[config.mk]
export PLATFORM = sky130hd
export DESIGN_NAME = afk_queue
export DESIGN_NICKNAME = d
export VERILOG_FILES = /design/src/hdl/afk_pkg.sv /design/src/hdl/afk_queue.sv
export SDC_FILE = /design/constraint.sdc
export NUM_CORES = 1
export LEC_CHECK = 0
export BUFFER_PORTS_ARGS = -buffer_cell sky130_fd_sc_hd__buf_2
export CAP_MARGIN = 0
export CORE_AREA = 3 3 171 340
export CTS_BUF_LIST = sky130_fd_sc_hd__clkbuf_4 sky130_fd_sc_hd__clkbuf_8
export CTS_CLUSTER_DIAMETER = 40
export DETAILED_ROUTE_END_ITERATION = 7
export DIE_AREA = 0 0 174 343
export GPL_TIMING_DRIVEN = 1
export SYNTH_ARGS = -nofsm -noshare
export SYNTH_HDL_FRONTEND = slang
export SYNTH_SLANG_ARGS = --single-unit
[constraint.sdc]
create_clock -name clk -period 13.02 [get_ports clk]
set_input_delay 3.906 -clock clk [delete_from_list [all_inputs] [get_ports clk]]
set_output_delay 3.906 -clock clk [all_outputs]
set_load 0.05 [all_outputs]
[src/hdl/afk_pkg.sv]
// ----------------------------------------------------------------------------
// afk_pkg
// Shared types, constants and the CORDIC arctangent table for the arm
// forward kinematics block.
// ----------------------------------------------------------------------------
package afk_pkg;

  localparam int CORDIC_STAGES_DEF = 16;
  localparam int QDEPTH = 4;
  localparam int ATAN_IW = 5;

  localparam logic [1:0] REG_L1 = 2'd0;
  localparam logic [1:0] REG_L2 = 2'd1;
  localparam logic [1:0] REG_L3 = 2'd2;
  localparam logic [1:0] REG_L4 = 2'd3;

  localparam logic [11:0] L1_RESET = 12'd1224;
  localparam logic [11:0] L2_RESET = 12'd2399;
  localparam logic [11:0] L3_RESET = 12'd2400;
  localparam logic [11:0] L4_RESET = 12'd1480;

  localparam logic signed [33:0] WRAP_PI       = 34'sd843314857;
  localparam logic signed [33:0] WRAP_TWO_PI   = 34'sd1686629713;
  localparam logic signed [33:0] WRAP_THREE_PI = 34'sd2529944570;
  localparam logic signed [33:0] WRAP_FOUR_PI  = 34'sd3373259426;

  localparam logic signed [31:0] Q28_PI      = 32'sd843314857;
  localparam logic signed [31:0] Q28_HALF_PI = 32'sd421657428;
  localparam logic signed [31:0] CORDIC_GAIN = 32'sd163008218;

  typedef struct packed {
    logic signed [31:0] z;
    logic               flip;
  } angle_t;

  typedef angle_t [3:0] angles_t;

  typedef struct packed {
    logic signed [31:0] cs;
    logic signed [31:0] sn;
  } trig_t;

  typedef trig_t [3:0] trigs_t;

  typedef struct packed {
    logic [11:0] l1;
    logic [11:0] l2;
    logic [11:0] l3;
    logic [11:0] l4;
  } links_t;

  typedef enum logic {
    CS_IDLE,
    CS_RUN
  } cordic_state_t;

  function automatic logic signed [31:0] atan_q28(logic [ATAN_IW-1:0] i);
    logic signed [31:0] v;
    case (i)
      5'd0:  v = 32'sd210828714;
      5'd1:  v = 32'sd124459457;
      5'd2:  v = 32'sd65760959;
      5'd3:  v = 32'sd33381290;
      5'd4:  v = 32'sd16755422;
      5'd5:  v = 32'sd8385879;
      5'd6:  v = 32'sd4194219;
      5'd7:  v = 32'sd2097109;
      5'd8:  v = 32'sd1048571;
      5'd9:  v = 32'sd524287;
      5'd10: v = 32'sd262144;
      5'd11: v = 32'sd131072;
      5'd12: v = 32'sd65536;
      5'd13: v = 32'sd32768;
      5'd14: v = 32'sd16384;
      5'd15: v = 32'sd8192;
      5'd16: v = 32'sd4096;
      5'd17: v = 32'sd2048;
      5'd18: v = 32'sd1024;
      5'd19: v = 32'sd512;
      5'd20: v = 32'sd256;
      5'd21: v = 32'sd128;
      5'd22: v = 32'sd64;
      5'd23: v = 32'sd32;
      default: v = 32'sd0;
    endcase
    return v;
  endfunction

endpackage

[src/hdl/afk_queue.sv]
// ----------------------------------------------------------------------------
// afk_queue
// Short first-in first-out queue of folded angle sets between the front
// part and the CORDIC engine.
// ----------------------------------------------------------------------------
module afk_queue (
  input  logic             clk,
  input  logic             rst,
  input  logic             push,
  input  afk_pkg::angles_t push_data,
  input  logic             pop,
  output logic             empty,
  output afk_pkg::angles_t pop_data
);

  localparam int PW = $clog2(afk_pkg::QDEPTH);
  localparam int CW = $clog2(afk_pkg::QDEPTH + 1);

  afk_pkg::angles_t mem [afk_pkg::QDEPTH];
  logic [PW-1:0]    wr_ptr;
  logic [PW-1:0]    rd_ptr;
  logic [CW-1:0]    count;

  assign empty    = (count == '0);
  assign pop_data = mem[rd_ptr];

  always_ff @(posedge clk) begin
    if (rst) begin
      wr_ptr <= '0;
      rd_ptr <= '0;
      count  <= '0;
    end else begin
      if (push) begin
        wr_ptr <= wr_ptr + PW'(1);
      end
      if (pop) begin
        rd_ptr <= rd_ptr + PW'(1);
      end
      count <= count + CW'(push) - CW'(pop);
    end
  end

  always_ff @(posedge clk) begin
    if (push) begin
      mem[wr_ptr] <= push_data;
    end
  end

endmodule

==> impl_metrics.ini <==
[global_routing]
grt.total_usage_pct = 13.72
grt_pass1_wl_mm = 61.22
grt.overflow.total = 0
gr-usage-met2_pct = 25.02
grt_pass1_vias = 9817
busiest_layer = met2
met3_usage_pct = 3.433
grt_use_met1_pct = 15.04
antenna_found_initial = 8
grt_max_degree = 89

[floorplanning]
initial_core_util_pct = 34.75
num_rows = 123
die-area_um2 = 59680
ios = 269
core-area_um2 = 56020
die_x_um = 174
die_h_um = 343

[clocking]
cts_sinks = 537
cts_buffers = 76
postCtsHoldBufs = 0
cts.repair.resized = 0
clockRootBuffer = clkbuf_8
clockBufferDepth = 3
clk_pin_slew_ns = 0.06
cts_tree = yes
h-tree-depth = 3
cts_setup_buffers = 0
clk_latency_ns = 0.61

[outcome]
outcome = complete, no violations

[hold_path]
hp-start = rd_ptr[0]
hold_path.class = flip-flop to flip-flop
hold_depth = 2

[logic_synthesis]
synth_commonest_cells = edfxtp_1 (528), mux4_2 (132), buf_2 (15), buf_6 (10), dfxtp_1 (9)
syn_inst = 731
synthFlopType = edfxtp_1
synthDistinctLibCells = 19
yosysSeqAreaShare_pct = 82.37
synth_edf_count = 528
yosysTopAreaCellShare_pct = 81.44
synth.top_cells.by_area = edfxtp_1 (81%), mux4_2 (15%), dfxtp_1 (0.93%)
yosys.area.top_type = edfxtp_1
yosysWarnings = 0
ys_async_sr_fraction_pct = 0
syn_nets = 874
avgSynthCellArea_um2 = 26.63
synth.most_common_cell = edfxtp_1
ys_ff_latch = 537
syn-cell-area_um2 = 19470

[route]
drc_errors = 0
drt_iter0_drc = 436
viasPerCell = 4.717
wl_mm = 40.87
ant_nets = 0
wire_per_inst_um = 21.84
drt_first_pass_iters = 4
num_vias = 8826

[cells_and_area]
fill_cells = 5070
fin_nets = 1201
syn2layout_area_growth_pct = 19.16
drive_gt1_share_pct = 48.43
final_cell_count_no_fill = 1871

[critical_path]
slowest_stage = dfxtp_4
cp_slowest_stage_delay_ns = 0.96
path_buf_inv = 2
r2r_end = mem[1][104]
critPathLaunchType = flip-flop
worstPathRequired_ns = 9.11
endpoint_kind = primary output
r2r_setup_slack_ns = 9.99
regToRegStartpoint = wr_ptr[0]
cp_top_family = flip-flops
cp_cell_sequence = buf_12 -> mux4_2 -> buf_2
ff2ff_path_depth = 4
crit_arrival_ns = 3.28
cp_max_fo = 88
worstSetupPathType = flip-flop to primary output

[timing]
skew_ns = 0.01477
drv_slew = 0
final.min_clock_period_ns = 7.191
setup_violations = 0
fmax_ghz = 0.1391
rsz0062_at_grt = false
relSlewSlack_pct = 25.08
tightest_slew_ns = 1.124
postLayoutSetupSlackWorst_ns = 5.829
hold_viol_final = 0
setup_tns_ns = 0
min_period_over_period_pct = 55.23

[placement]
dpl_worst_slack_ns = 6.329
portBuffers = 268
dp_cells = 1730
routabilityCongestion = 0.6961
hpwl_mm = 24.66

[power_and_ir_drop]
peakVddDrop_uv = 91.60
power_mw = 3.877
power.leakage_nw = 7.700
p_per_area_nw_per_um2 = 167.1

[flow_run]
cap_violations = 0
==> metal layers <==
| layer | wire [µm] | part of all wire [%] |
|---|---|---|
| met2 | 22380 | 55 |
| met5 | 13 | 0.032 |
| met4 | 1319 | 3.2 |
| met3 | 2448 | 6.0 |
| met1 | 14700 | 36 |
==> per-stage QoR <==
| step | cell area (µm²) | utilization [%] | hold WS [ns] |
|---|---|---|---|
| 4_1_cts | 23180 | 41.38 | 0.5498 |
| 3_5_place_dp | 21650 | 38.65 | 0.5408 |
| 6_report | 23200 | 41.41 | 0.5455 |
| 5_1_grt | 23190 | 41.40 | 0.5831 |
| 3_3_place_gp | 21650 | 38.65 | 0.5230 |
| 2_1_floorplan | 19470 | - | 0.4918 |
==> cell type report <==
class,count,area (µm²),share of cell area [%]
Antenna cell,6,15.01,0.06473
Inverter,6,22.52,0.09709
Sequential cell,537,16040,69.16
Timing Repair Buffer,279,1436,6.192
Clock inverter,34,276.5,1.192
Multi-Input combinational cell,158,3213,13.85
Clock buffer,101,1252,5.399
Tap cell,750,938.4,4.045
==> layout by cell type (no fill, tap or decap), types with 2 or more instances in the layout <==
cell	count
clkbuf_8	79
dfxtp_4	2
nor2_1	5
buf_2	268
xnor2_1	2
clkinv_1	13
clkinvlp_4	3
diode_2	6
bufinv_16	4
edfxtp_1	528
nor2b_1	2
dfxtp_1	7
clkbuf_4	22
and2_4	4
buf_4	10
ha_1	6
clkinv_2	10
mux4_2	132
inv_6	4
inv_1	6
==> registers in the layout, indices dropped and copies added, names as in the netlist, named ones only <==
register / flops
rd_ptr: 2
mem: 528
count: 3
wr_ptr: 2
==> how the worst max path moves through the flow <==
| stage | from | end | depth (start not counted) |
|---|---|---|---|
| 2_1_floorplan | push | mem[0][0] | 1 |
| 3_3_place_gp | flip-flop | pop_data[100] | 3 |
| 3_5_place_dp | push | mem[1][40] | 4 |
| 4_1_cts | flip-flop | pop_data[83] | 3 |
| 5_1_grt | flip-flop | pop_data[115] | 3 |
| 6_report | flip-flop | pop_data[82] | 3 |
==> cells by family (layout without fill, tap and decap cells) <==
kind of cell    Yosys count  count (layout)  share of synthesized area [%]
compound gates            2               2                        0.07710
simple gates             13              13                         0.3535
mux                     133             133                          15.32
flops                   537             537                          82.37
xor+xnor                  3               3                         0.2121
buf+inv                  36             420                          1.176
other cells               0               6                              0
fa+ha+maj                 7               7                         0.4885
==> worst min-delay path: cells and delay by family, from the launching register on <==
family | cells | cell delay, ns
compound gates | 1 | 0.08
flops | 1 | 0.33
simple gates | 1 | 0.09
==> power breakdown <==
group | internal (mW) | switching, mW
Sequential | 1.99 | 0.0295
Combinational | 0.158 | 0.377
Clock | 0.711 | 0.614
Note: power is estimated with default switching activity, not from simulation.
