$ cat src/hdl/afk_pkg.sv
// ----------------------------------------------------------------------------
// afk_pkg
// Shared types, constants and the CORDIC arctangent table for the arm
// forward kinematics block.
// ----------------------------------------------------------------------------
package afk_pkg;

  localparam int CORDIC_STAGES_DEF = 16;
  localparam int QDEPTH = 4;
  localparam int ATAN_IW = 5;

  localparam logic [1:0] REG_L1 = 2'd0;
  localparam logic [1:0] REG_L2 = 2'd1;
  localparam logic [1:0] REG_L3 = 2'd2;
  localparam logic [1:0] REG_L4 = 2'd3;

  localparam logic [11:0] L1_RESET = 12'd1224;
  localparam logic [11:0] L2_RESET = 12'd2399;
  localparam logic [11:0] L3_RESET = 12'd2400;
  localparam logic [11:0] L4_RESET = 12'd1480;

  localparam logic signed [33:0] WRAP_PI       = 34'sd843314857;
  localparam logic signed [33:0] WRAP_TWO_PI   = 34'sd1686629713;
  localparam logic signed [33:0] WRAP_THREE_PI = 34'sd2529944570;
  localparam logic signed [33:0] WRAP_FOUR_PI  = 34'sd3373259426;

  localparam logic signed [31:0] Q28_PI      = 32'sd843314857;
  localparam logic signed [31:0] Q28_HALF_PI = 32'sd421657428;
  localparam logic signed [31:0] CORDIC_GAIN = 32'sd163008218;

  typedef struct packed {
    logic signed [31:0] z;
    logic               flip;
  } angle_t;

  typedef angle_t [3:0] angles_t;

  typedef struct packed {
    logic signed [31:0] cs;
    logic signed [31:0] sn;
  } trig_t;

  typedef trig_t [3:0] trigs_t;

  typedef struct packed {
    logic [11:0] l1;
    logic [11:0] l2;
    logic [11:0] l3;
    logic [11:0] l4;
  } links_t;

  typedef enum logic {
    CS_IDLE,
    CS_RUN
  } cordic_state_t;

  function automatic logic signed [31:0] atan_q28(logic [ATAN_IW-1:0] i);
    logic signed [31:0] v;
    case (i)
      5'd0:  v = 32'sd210828714;
      5'd1:  v = 32'sd124459457;
      5'd2:  v = 32'sd65760959;
      5'd3:  v = 32'sd33381290;
      5'd4:  v = 32'sd16755422;
      5'd5:  v = 32'sd8385879;
      5'd6:  v = 32'sd4194219;
      5'd7:  v = 32'sd2097109;
      5'd8:  v = 32'sd1048571;
      5'd9:  v = 32'sd524287;
      5'd10: v = 32'sd262144;
      5'd11: v = 32'sd131072;
      5'd12: v = 32'sd65536;
      5'd13: v = 32'sd32768;
      5'd14: v = 32'sd16384;
      5'd15: v = 32'sd8192;
      5'd16: v = 32'sd4096;
      5'd17: v = 32'sd2048;
      5'd18: v = 32'sd1024;
      5'd19: v = 32'sd512;
      5'd20: v = 32'sd256;
      5'd21: v = 32'sd128;
      5'd22: v = 32'sd64;
      5'd23: v = 32'sd32;
      default: v = 32'sd0;
    endcase
    return v;
  endfunction

endpackage

$ cat src/hdl/afk_cordic.sv
// ----------------------------------------------------------------------------
// afk_cordic
// Four rotation-mode CORDIC lanes that iterate one stage per cycle and
// return cosine and sine in Q.28 for each angle of a transaction.
// ----------------------------------------------------------------------------
module afk_cordic #(
  parameter int STAGES = afk_pkg::CORDIC_STAGES_DEF
) (
  input  logic             clk,
  input  logic             rst,
  input  logic             q_empty,
  input  afk_pkg::angles_t q_data,
  output logic             pop,
  output logic             res_valid,
  output afk_pkg::trigs_t  res
);

  localparam int IW = (STAGES > 1) ? $clog2(STAGES) : 1;

  afk_pkg::cordic_state_t state;
  afk_pkg::cordic_state_t state_next;
  logic [IW-1:0]          iter;
  logic                   last;
  logic signed [31:0]     x [4];
  logic signed [31:0]     y [4];
  logic signed [31:0]     z [4];
  logic                   flip [4];
  logic signed [31:0]     xn [4];
  logic signed [31:0]     yn [4];
  logic signed [31:0]     zn [4];
  logic signed [31:0]     atan;

  assign last = (iter == IW'(STAGES - 1));
  assign atan = afk_pkg::atan_q28(afk_pkg::ATAN_IW'(iter));

  always_comb begin
    state_next = state;
    unique case (state)
      afk_pkg::CS_IDLE: begin
        if (!q_empty) begin
          state_next = afk_pkg::CS_RUN;
        end
      end
      afk_pkg::CS_RUN: begin
        if (last && q_empty) begin
          state_next = afk_pkg::CS_IDLE;
        end
      end
      default: state_next = afk_pkg::CS_IDLE;
    endcase
  end

  always_comb begin
    pop = 1'b0;
    unique case (state)
      afk_pkg::CS_IDLE: pop = !q_empty;
      afk_pkg::CS_RUN:  pop = last && !q_empty;
      default:          pop = 1'b0;
    endcase
  end

  always_comb begin
    for (int k = 0; k < 4; k++) begin
      if (z[k] >= 0) begin
        xn[k] = x[k] - (y[k] >>> iter);
        yn[k] = y[k] + (x[k] >>> iter);
        zn[k] = z[k] - atan;
      end else begin
        xn[k] = x[k] + (y[k] >>> iter);
        yn[k] = y[k] - (x[k] >>> iter);
        zn[k] = z[k] + atan;
      end
    end
  end

  always_ff @(posedge clk) begin
    if (rst) begin
      state     <= afk_pkg::CS_IDLE;
      iter      <= '0;
      res_valid <= 1'b0;
    end else begin
      state     <= state_next;
      res_valid <= (state == afk_pkg::CS_RUN) && last;
      if (pop) begin
        iter <= '0;
      end else if (state == afk_pkg::CS_RUN) begin
        iter <= iter + IW'(1);
      end
    end
  end

  always_ff @(posedge clk) begin
    for (int k = 0; k < 4; k++) begin
      if (pop) begin
        x[k]    <= afk_pkg::CORDIC_GAIN;
        y[k]    <= '0;
        z[k]    <= q_data[k].z;
        flip[k] <= q_data[k].flip;
      end else begin
        x[k] <= xn[k];
        y[k] <= yn[k];
        z[k] <= zn[k];
      end
      if ((state == afk_pkg::CS_RUN) && last) begin
        res[k].cs <= flip[k] ? -xn[k] : xn[k];
        res[k].sn <= flip[k] ? -yn[k] : yn[k];
      end
    end
  end

endmodule

$ cat config.mk
export PLATFORM = sky130hd
export DESIGN_NAME = afk_cordic
export DESIGN_NICKNAME = d
export VERILOG_FILES = /design/src/hdl/afk_pkg.sv /design/src/hdl/afk_cordic.sv
export SDC_FILE = /design/constraint.sdc
export NUM_CORES = 2
export LEC_CHECK = 0
export BUFFER_PORTS_ARGS = -buffer_cell sky130_fd_sc_hd__buf_2
export CORE_MARGIN = 10
export CORE_UTILIZATION = 63
export CTS_CLUSTER_DIAMETER = 150
export DETAILED_ROUTE_END_ITERATION = 10
export MAX_ROUTING_LAYER = met4
export PLACE_DENSITY = 0.82
export SYNTH_ARGS = -nofsm -noshare
export SYNTH_HDL_FRONTEND = slang
export SYNTH_SLANG_ARGS = --single-unit
$ cat constraint.sdc
create_clock -name clk -period 12.72 [get_ports clk]
set_input_delay 1.272 -clock clk [delete_from_list [all_inputs] [get_ports clk]]
set_output_delay 1.272 -clock clk [all_outputs]
set_load 0.005 [all_outputs]
==> results.tsv <==
metric	value	unit
wire per inst	22.2	um
final period utilization	67.3	%
Post-synth EDFFs	260	
PostCTS Resize Cnt	0	
CTS Buf Count	79	
GRT Total Usage	34.0	%
post-route ant nets	0	
Peak Freq	117	MHz
final setup TNS	0	ps
Worst path top cell family by delay	simple AND/OR/NAND/NOR gates	
max incr delay on CP	700	ps
clk_skew	38.0	ps
IO Port Bufs	392	
CTS max path bufs	3	
Via density	6.62	
critical-path maximum fanout	130	
register area share after synthesis	25.4	%
die height	338	um
Gate Count Post-Synth	7300	
Tmin final	8560	ps
FF+latch count, synth	676	
Synth area leader	dfxtp_1	
top cells by count, synth	933 x nand2_1, 545 x o21ai_0, 496 x xnor2_1, 489 x nor2_1, 478 x a21oi_1	
Initial DRC Count	6753	
CTS Hold Bufs	0	
highest-delay cell along the critical path	mux4_1	
CP startpoint	iter[0]	
M3 GR Usage	6.33	%
crit path DAT	8950	ps
Worst-path clk slew	60	ps
vias in the first global route	54900	
DRC	0	
Initial Util	63.5	%
CTS tree	done	
Clk Latency, worst-skew pair	700	ps
Yosys cell types	111	
min-delay worst type	reg2reg	
synthesized cell area	63600	um^2
Final Wtd Congestion	1.04	
share of cells above drive strength 1	13.7	%
H-tree Lvls	3	
fillers	8027	
gr ovfl total	0	
RSZ-0062 raised after global routing	false	
Critical Path Source Type	flip-flop	
Max Cap Violations	0	
Min-Delay Startpoint	z[2][0]	
largest net degree at the start of global routing	148	
Post-CTS Setup Repair Bufs	0	
Worst Tran Pin Value	1080	ps
GRT met1 Usage	46.0	%
WHS	546	ps
Rel. slew slack	26.2	%
Pre-Repair DR Iteration Count	6	
gr busiest metal	met2	
multi-input logic area	45000	um^2
Worst R2R Start	iter[0]	
Register Area	16200	um^2
antenna violations before repair	1	
Syn Nets	7867	
I/O Pins	393	
ys async rst share	0	%
Synth top area share	13.1	%
syn_area_per_cell	8.71	um^2
final net count	8016	
Worst Path Buf+Inv	2	
CP Cell Sequence	buf_4, buf_12, mux4_1, mux2_2, mux2i_1, ha_1, o21ai_0, or3_1, nor3b_1, nor2_1, xor2_1, ha_1, and3_1, and2_1, nor2b_1, o31a_1, o311ai_1, o2111ai_1, or4_1, nand2b_1, o41ai_1, xor2_1	
yosys synthesis warning count	0	
Synth area leaders	dfxtp_1 13%, edfxtp_1 12%, mux4_2 8.3%	
CTS root buf	clkbuf_16	
ys flop type	dfxtp_1	
Hold Vio Cnt, Final	0	
WL final	196	mm
Slew Viols, Final	0	
clock tree sinks	676	
first-pass GRT wire length	304	mm
most frequent cell after synthesis	nand2_1	
vias	58300	
area added between synthesis and finish	7.73	%
crit path kind	reg2reg	
status	finished, final reports clean	
DIE WIDTH	338	um
CP Data Required Time	13110	ps
M2 GR Usage	50.5	%
core area	100000	um^2
die area	114000	um^2
Rows	116	
HPWL Detailed	148	mm
final setup vio count	0	
critical path endpoint category	flip-flop	
==> per-layer routing <==
metal	up-vias	wire length, um
met5	-	0
met4	0	7540
met3	502	21000
met2	3171	85000
met1	27600	82500
li1	27000	-
==> worst paths after layout <==
path	cells after the start	end	slack, ps
setup / recovery	22	res[191]	4160
hold / removal	3	z[2][0]	550
setup reg to reg	22	res[191]	4160
hold reg to reg	3	z[2][0]	550
==> worst register-to-register path: stages (launching register included) <==
cell and delay, ps:
dfxtp_4 610, buf_4 690, buf_12 690, mux4_1 750
mux2_2 290, mux2i_1 330, ha_1 240, o21ai_0 190
or3_1 490, nor3b_1 410, nor2_1 90, xor2_1 170
ha_1 370, and3_1 230, and2_1 150, nor2b_1 150
o31a_1 400, o311ai_1 510, o2111ai_1 270, or4_1 460
nand2b_1 190, o41ai_1 460, xor2_1 130
==> placed cells by master, fill, tap and decap left out, types with 166 or more instances in the layout <==
cell      instances
mux2i_1         174
nor2_1          488
o21ai_0         545
a21o_1          166
buf_2           392
xnor2_1         496
xor2_1          402
edfxtp_1        260
dfxtp_1         408
inv_1           177
mux4_2          235
a21oi_1         478
ha_1            420
nand2_1         933
==> metrics by stage <==
step	cells	util, %	setup WS, ps	cell area [um^2]
after floorplan	7300	-	3600	63600
after global placement	8666	65.8	4550	65900
after detailed placement	8666	65.8	4290	65900
after CTS	8814	68.4	4230	68500
after global routing	8815	68.4	3560	68500
final	8815	68.4	4160	68500
==> final cells by class <==
cell class	count	share of cell area, %
clock inverter	54	0.869
tap	1298	2.37
antenna	1	0.00365
multi-input combinational	6070	65.7
clock buffer	94	3.04
inverter	185	1.04
sequential	676	23.6
timing repair buffer	437	3.39
==> cell families after synthesis <==
kind of cell	after synthesis	share of synthesized area [%]
AO/OA/AOI/OAI	1864	18.4
adder cells (fa/ha/maj)	432	8.64
XOR/XNOR	898	12.4
AND/OR/NAND/NOR	2344	17.5
flip-flops	676	25.4
buffers and inverters	554	3.88
multiplexers	532	13.9
==> sequential cells by signal, summed over array words and instances (netlist names) <==
signal     cells
state          1
y            128
flip           4
res_valid      1
atan          26
z            128
x            128
iter           4
res          256
Power is not shown: default switching activity piles up to over one toggle a cycle in this logic, so the estimate is an artifact.
