## src/hdl/afk_pkg.sv

```systemverilog
// ----------------------------------------------------------------------------
// afk_pkg
// Shared types, constants and the CORDIC arctangent table for the arm
// forward kinematics block.
// ----------------------------------------------------------------------------
package afk_pkg;

  localparam int CORDIC_STAGES_DEF = 16;
  localparam int QDEPTH = 4;
  localparam int ATAN_IW = 5;

  localparam logic [1:0] REG_L1 = 2'd0;
  localparam logic [1:0] REG_L2 = 2'd1;
  localparam logic [1:0] REG_L3 = 2'd2;
  localparam logic [1:0] REG_L4 = 2'd3;

  localparam logic [11:0] L1_RESET = 12'd1224;
  localparam logic [11:0] L2_RESET = 12'd2399;
  localparam logic [11:0] L3_RESET = 12'd2400;
  localparam logic [11:0] L4_RESET = 12'd1480;

  localparam logic signed [33:0] WRAP_PI       = 34'sd843314857;
  localparam logic signed [33:0] WRAP_TWO_PI   = 34'sd1686629713;
  localparam logic signed [33:0] WRAP_THREE_PI = 34'sd2529944570;
  localparam logic signed [33:0] WRAP_FOUR_PI  = 34'sd3373259426;

  localparam logic signed [31:0] Q28_PI      = 32'sd843314857;
  localparam logic signed [31:0] Q28_HALF_PI = 32'sd421657428;
  localparam logic signed [31:0] CORDIC_GAIN = 32'sd163008218;

  typedef struct packed {
    logic signed [31:0] z;
    logic               flip;
  } angle_t;

  typedef angle_t [3:0] angles_t;

  typedef struct packed {
    logic signed [31:0] cs;
    logic signed [31:0] sn;
  } trig_t;

  typedef trig_t [3:0] trigs_t;

  typedef struct packed {
    logic [11:0] l1;
    logic [11:0] l2;
    logic [11:0] l3;
    logic [11:0] l4;
  } links_t;

  typedef enum logic {
    CS_IDLE,
    CS_RUN
  } cordic_state_t;

  function automatic logic signed [31:0] atan_q28(logic [ATAN_IW-1:0] i);
    logic signed [31:0] v;
    case (i)
      5'd0:  v = 32'sd210828714;
      5'd1:  v = 32'sd124459457;
      5'd2:  v = 32'sd65760959;
      5'd3:  v = 32'sd33381290;
      5'd4:  v = 32'sd16755422;
      5'd5:  v = 32'sd8385879;
      5'd6:  v = 32'sd4194219;
      5'd7:  v = 32'sd2097109;
      5'd8:  v = 32'sd1048571;
      5'd9:  v = 32'sd524287;
      5'd10: v = 32'sd262144;
      5'd11: v = 32'sd131072;
      5'd12: v = 32'sd65536;
      5'd13: v = 32'sd32768;
      5'd14: v = 32'sd16384;
      5'd15: v = 32'sd8192;
      5'd16: v = 32'sd4096;
      5'd17: v = 32'sd2048;
      5'd18: v = 32'sd1024;
      5'd19: v = 32'sd512;
      5'd20: v = 32'sd256;
      5'd21: v = 32'sd128;
      5'd22: v = 32'sd64;
      5'd23: v = 32'sd32;
      default: v = 32'sd0;
    endcase
    return v;
  endfunction

endpackage

```

## src/hdl/afk_front.sv

```systemverilog
// ----------------------------------------------------------------------------
// afk_front
// Accepts joint angles, forms the pitch sums, wraps each angle into one turn
// and folds it into the right half-plane for the CORDIC lanes.
// ----------------------------------------------------------------------------
module afk_front (
  input  logic                 clk,
  input  logic                 rst,
  input  logic                 start,
  input  logic signed [15:0]   base_yaw,
  input  logic signed [15:0]   shoulder_pitch,
  input  logic signed [15:0]   elbow_pitch,
  input  logic signed [15:0]   wrist_pitch,
  input  logic                 pop,
  output logic                 busy,
  output logic                 push,
  output afk_pkg::angles_t     push_data
);

  localparam int OW = $clog2(afk_pkg::QDEPTH + 1);

  logic [OW-1:0]      occ;
  logic [OW-1:0]      occ_next;
  logic               accept;
  logic               v1;
  logic               v2;
  logic signed [17:0] ang [4];
  logic signed [33:0] zf [4];
  logic signed [31:0] wrap_z [4];
  logic signed [31:0] wz [4];
  afk_pkg::angles_t   fold;

  assign busy   = (occ == OW'(afk_pkg::QDEPTH));
  assign accept = start & ~busy;

  always_comb begin
    occ_next = occ + OW'(accept) - OW'(pop);
  end

  always_ff @(posedge clk) begin
    if (rst) begin
      occ  <= '0;
      v1   <= 1'b0;
      v2   <= 1'b0;
      push <= 1'b0;
    end else begin
      occ  <= occ_next;
      v1   <= accept;
      v2   <= v1;
      push <= v2;
    end
  end

  always_ff @(posedge clk) begin
    ang[0] <= 18'(base_yaw);
    ang[1] <= 18'(shoulder_pitch);
    ang[2] <= 18'(shoulder_pitch) + 18'(elbow_pitch);
    ang[3] <= 18'(shoulder_pitch) + 18'(elbow_pitch) + 18'(wrist_pitch);
  end

  always_comb begin
    for (int k = 0; k < 4; k++) begin
      zf[k] = {ang[k][17], ang[k], 15'b0};
      priority if (zf[k] > afk_pkg::WRAP_THREE_PI) begin
        wrap_z[k] = 32'(zf[k] - afk_pkg::WRAP_FOUR_PI);
      end else if (zf[k] > afk_pkg::WRAP_PI) begin
        wrap_z[k] = 32'(zf[k] - afk_pkg::WRAP_TWO_PI);
      end else if (zf[k] < -afk_pkg::WRAP_THREE_PI) begin
        wrap_z[k] = 32'(zf[k] + afk_pkg::WRAP_FOUR_PI);
      end else if (zf[k] < -afk_pkg::WRAP_PI) begin
        wrap_z[k] = 32'(zf[k] + afk_pkg::WRAP_TWO_PI);
      end else begin
        wrap_z[k] = 32'(zf[k]);
      end
    end
  end

  always_ff @(posedge clk) begin
    for (int k = 0; k < 4; k++) begin
      wz[k] <= wrap_z[k];
    end
  end

  always_comb begin
    for (int k = 0; k < 4; k++) begin
      priority if (wz[k] > afk_pkg::Q28_HALF_PI) begin
        fold[k].z    = wz[k] - afk_pkg::Q28_PI;
        fold[k].flip = 1'b1;
      end else if (wz[k] < -afk_pkg::Q28_HALF_PI) begin
        fold[k].z    = wz[k] + afk_pkg::Q28_PI;
        fold[k].flip = 1'b1;
      end else begin
        fold[k].z    = wz[k];
        fold[k].flip = 1'b0;
      end
    end
  end

  always_ff @(posedge clk) begin
    push_data <= fold;
  end

endmodule

```

## config.mk

```make
export PLATFORM = sky130hd
export DESIGN_NAME = afk_front
export DESIGN_NICKNAME = d
export VERILOG_FILES = /design/src/hdl/afk_pkg.sv /design/src/hdl/afk_front.sv
export SDC_FILE = /design/constraint.sdc
export NUM_CORES = 1
export LEC_CHECK = 0
export BUFFER_PORTS_ARGS = -buffer_cell sky130_fd_sc_hd__buf_4
export CORE_AREA = 8 8 185 187
export CTS_CLUSTER_DIAMETER = 60
export CTS_CLUSTER_SIZE = 30
export DETAILED_ROUTE_END_ITERATION = 8
export DIE_AREA = 0 0 193 195
export PLACE_DENSITY = 0.72
export SLEW_MARGIN = 5
export SYNTH_ARGS = -nofsm -noshare
export SYNTH_HDL_FRONTEND = slang
export SYNTH_SLANG_ARGS = --single-unit
```

## constraint.sdc

```tcl
create_clock -name clk -period 4.3 [get_ports clk]
set_input_delay 0.86 -clock clk [delete_from_list [all_inputs] [get_ports clk]]
set_output_delay 0.86 -clock clk [all_outputs]
set_load 0.03 [all_outputs]
```

==> run metrics <==
GRT met1 Usage 0.247; Fmax achieved 0.254 GHz; final WL 38600 um; Vias/cell 5.79; WP data required 4.75 ns; Least-Margin Pin Slew 0.989 ns; core area 31200 um^2; max_slew headroom 0.336; Syn Nets 1946; status complete, no violations; vias in the first global route 12750; antenna diode count 0; number of remaining DRC errors 0; final instance area 18200 um^2; PortBufs 201; row count 65; initial antenna violation count 3; Bufs on Longest Clock Path 3; critical path class in -> reg; DR WL/cell 16.5 um; Final Hold Vio Count 0; Setup Viol. Count Final 0; RePlAce Congestion 0.877; clk slew on worst S/H paths 0.09 ns; Placed Area 17100 um^2; type of the worst min-delay path in -> reg; Initial Util 0.496; CTS tree done; die area 37600 um^2; Lkg Pwr 7.74 nW; Synth top area share 0.372; Min Hold Slack 0.383 ns; register bit total from synthesis 288; global-route wire length before repair 62700 um; Final WS setup 0.368 ns; register area share after synthesis 0.372; RSZ-0062 raised after global routing no; total of max-cap violations 0; met3 Resource Use GR 0.0410; Unique masters post-synth 104; Die X 193 um; Post-synth EDFFs 0; routed vias 13502; Global Route met2 Usage 0.329; Synth area leader dfxtp_1; hold-fix buffers at CTS 0; total CTS buffers 28; initial drt markers 870; Synth area leaders dfxtp_1 (37%), ha_1 (8.1%), xnor2_1 (5.8%); Critical Path Fanout Max 3; layout cells sized above 1 0.174; worst-case clock skew 0.0310 ns; total grt overflow 0; CP endpoint kind flop; most frequent cells in the layout dfxtp_1 (288), buf_4 (226), nand2_1 (136); shortest period the worst path allows 3.93 ns; commonest non-fill, non-tap cell in the layout dfxtp_1; Root Driver clkbuf_16; Async S/R FF share, synth 0; Syn-to-layout area delta 17.5%; startpoint types input port; Post-Synthesis Cells 1775; largest net degree at the start of global routing 27; drt pass-1 iters 5; IO Pins 202; YS warnings 0; DP HPWL 29000 um; critical path data arrival time 4.39 ns; Final Cycle Share 0.914; post-CTS sizing 0; Post-synth top flop dfxtp_1; Design Power 0.0132 W; Fill cells 2769; Pwr Density 726 nW/um^2; syn avg cell area 8.72 um^2; NumNets Final 2079; Setup Buffers After CTS 0; gr busiest metal met2; die height 195 um; clk sink count 288; pre-CTS setup slack -0.319 ns; Clk Latency, worst-skew pair 0.57 ns; fin. max-slew vios 0; Synth Cell Area 15500 um^2; Final ANT Viol Nets 0; gr usage total 0.196; Max VDD drop 0.417 mV; H-tree depth 1
[per-stage QoR]
| stage | util | cells | TNS, ns |
|---|---|---|---|
| CTS | 0.583 | 2332 | 0 |
| floorplan | - | 1775 | 0 |
| global placement | 0.549 | 2280 | -0.208 |
| finish | 0.583 | 2332 | 0 |
| detailed placement | 0.549 | 2280 | -0.522 |
| global route | 0.583 | 2332 | 0 |
[registers in the layout, indices dropped and copies added (netlist names)]
register	count
occ	3
v1	1
push	1
v2	1
push_data	128
wz	87
ang	67
[cells in the mapped netlist, drive strengths merged (14+ instances only)]
cell type / count
nor3: 39
nand2b: 20
nor2: 128
o22ai: 36
a21oi: 116
buf: 53
o211ai: 25
a211oi: 22
nand4: 14
nor2b: 19
ha: 100
nand2: 137
xnor2: 103
mux2i: 14
inv: 80
xor2: 54
o21a: 14
a31oi: 39
dfxtp: 288
and3: 16
o21ai: 85
nand3: 37
a21o: 17
a22oi: 14
clkbuf: 70
[per-layer routing]
layer | vias up | part of all wire
met5 | - | 0.0010
met2 | 509 | 0.47
met1 | 6254 | 0.43
li1 | 6657 | -
met3 | 76 | 0.076
met4 | 6 | 0.028
[layout make-up]
cell class | count | area [um^2] | share of cell area
clock buffers | 29 | 726 | 0.0399
clock inverters | 23 | 334 | 0.0184
inverters | 81 | 304 | 0.0167
multi-input cells | 1283 | 8870 | 0.487
flip-flops and latches | 288 | 5770 | 0.317
well taps | 402 | 503 | 0.0276
repair buffers | 226 | 1700 | 0.0932
[where the power goes]
part           internal (W)  leakage (nW)  total [W]  switching [W]
clock               0.00137         0.501    0.00267        0.00130
sequential          0.00356          2.43    0.00460        0.00104
combinational       0.00247          4.81    0.00595        0.00347
total               0.00740          7.74     0.0132        0.00581
[worst paths after layout]
check | startpoint | end | slack [ns] | cells after the start
hold / removal | base_yaw[7] | ang[0][7] | 0.38 | 1
hold reg to reg | v1 | v2 | 0.46 | 1
setup reg to reg | wz[0][13] | push_data[20] | 0.96 | 9
setup / recovery | shoulder_pitch[0] | ang[3][17] | 0.37 | 19
[critical path, cell delays in order]
cell       delay [ns]
buf_4            0.11
ha_1             0.21
inv_1            0.08
fa_1             0.19
nor2b_1          0.05
o21ai_0          0.22
a21boi_1         0.16
o31ai_2          0.25
a31oi_1          0.15
or4b_1           0.48
nand4_1          0.13
ha_1             0.18
inv_1            0.06
or2_2            0.31
nand2b_1         0.14
o221ai_1         0.23
nand2_1          0.08
a2111oi_1        0.43
nor2_1           0.06
[kinds of logic (layout without fill, tap and decap cells)]
| family | count (synthesis) | count (layout) | share of synthesized area |
|---|---|---|---|
| AO/OA/AOI/OAI | 522 | 522 | 0.234 |
| adder cells (fa/ha/maj) | 103 | 103 | 0.0847 |
| flip-flops | 288 | 288 | 0.372 |
| multiplexers | 15 | 15 | 0.00978 |
| XOR/XNOR | 157 | 157 | 0.0888 |
| buffers and inverters | 204 | 359 | 0.0552 |
| AND/OR/NAND/NOR | 486 | 486 | 0.155 |
Note: power is estimated with default switching activity, not from simulation.
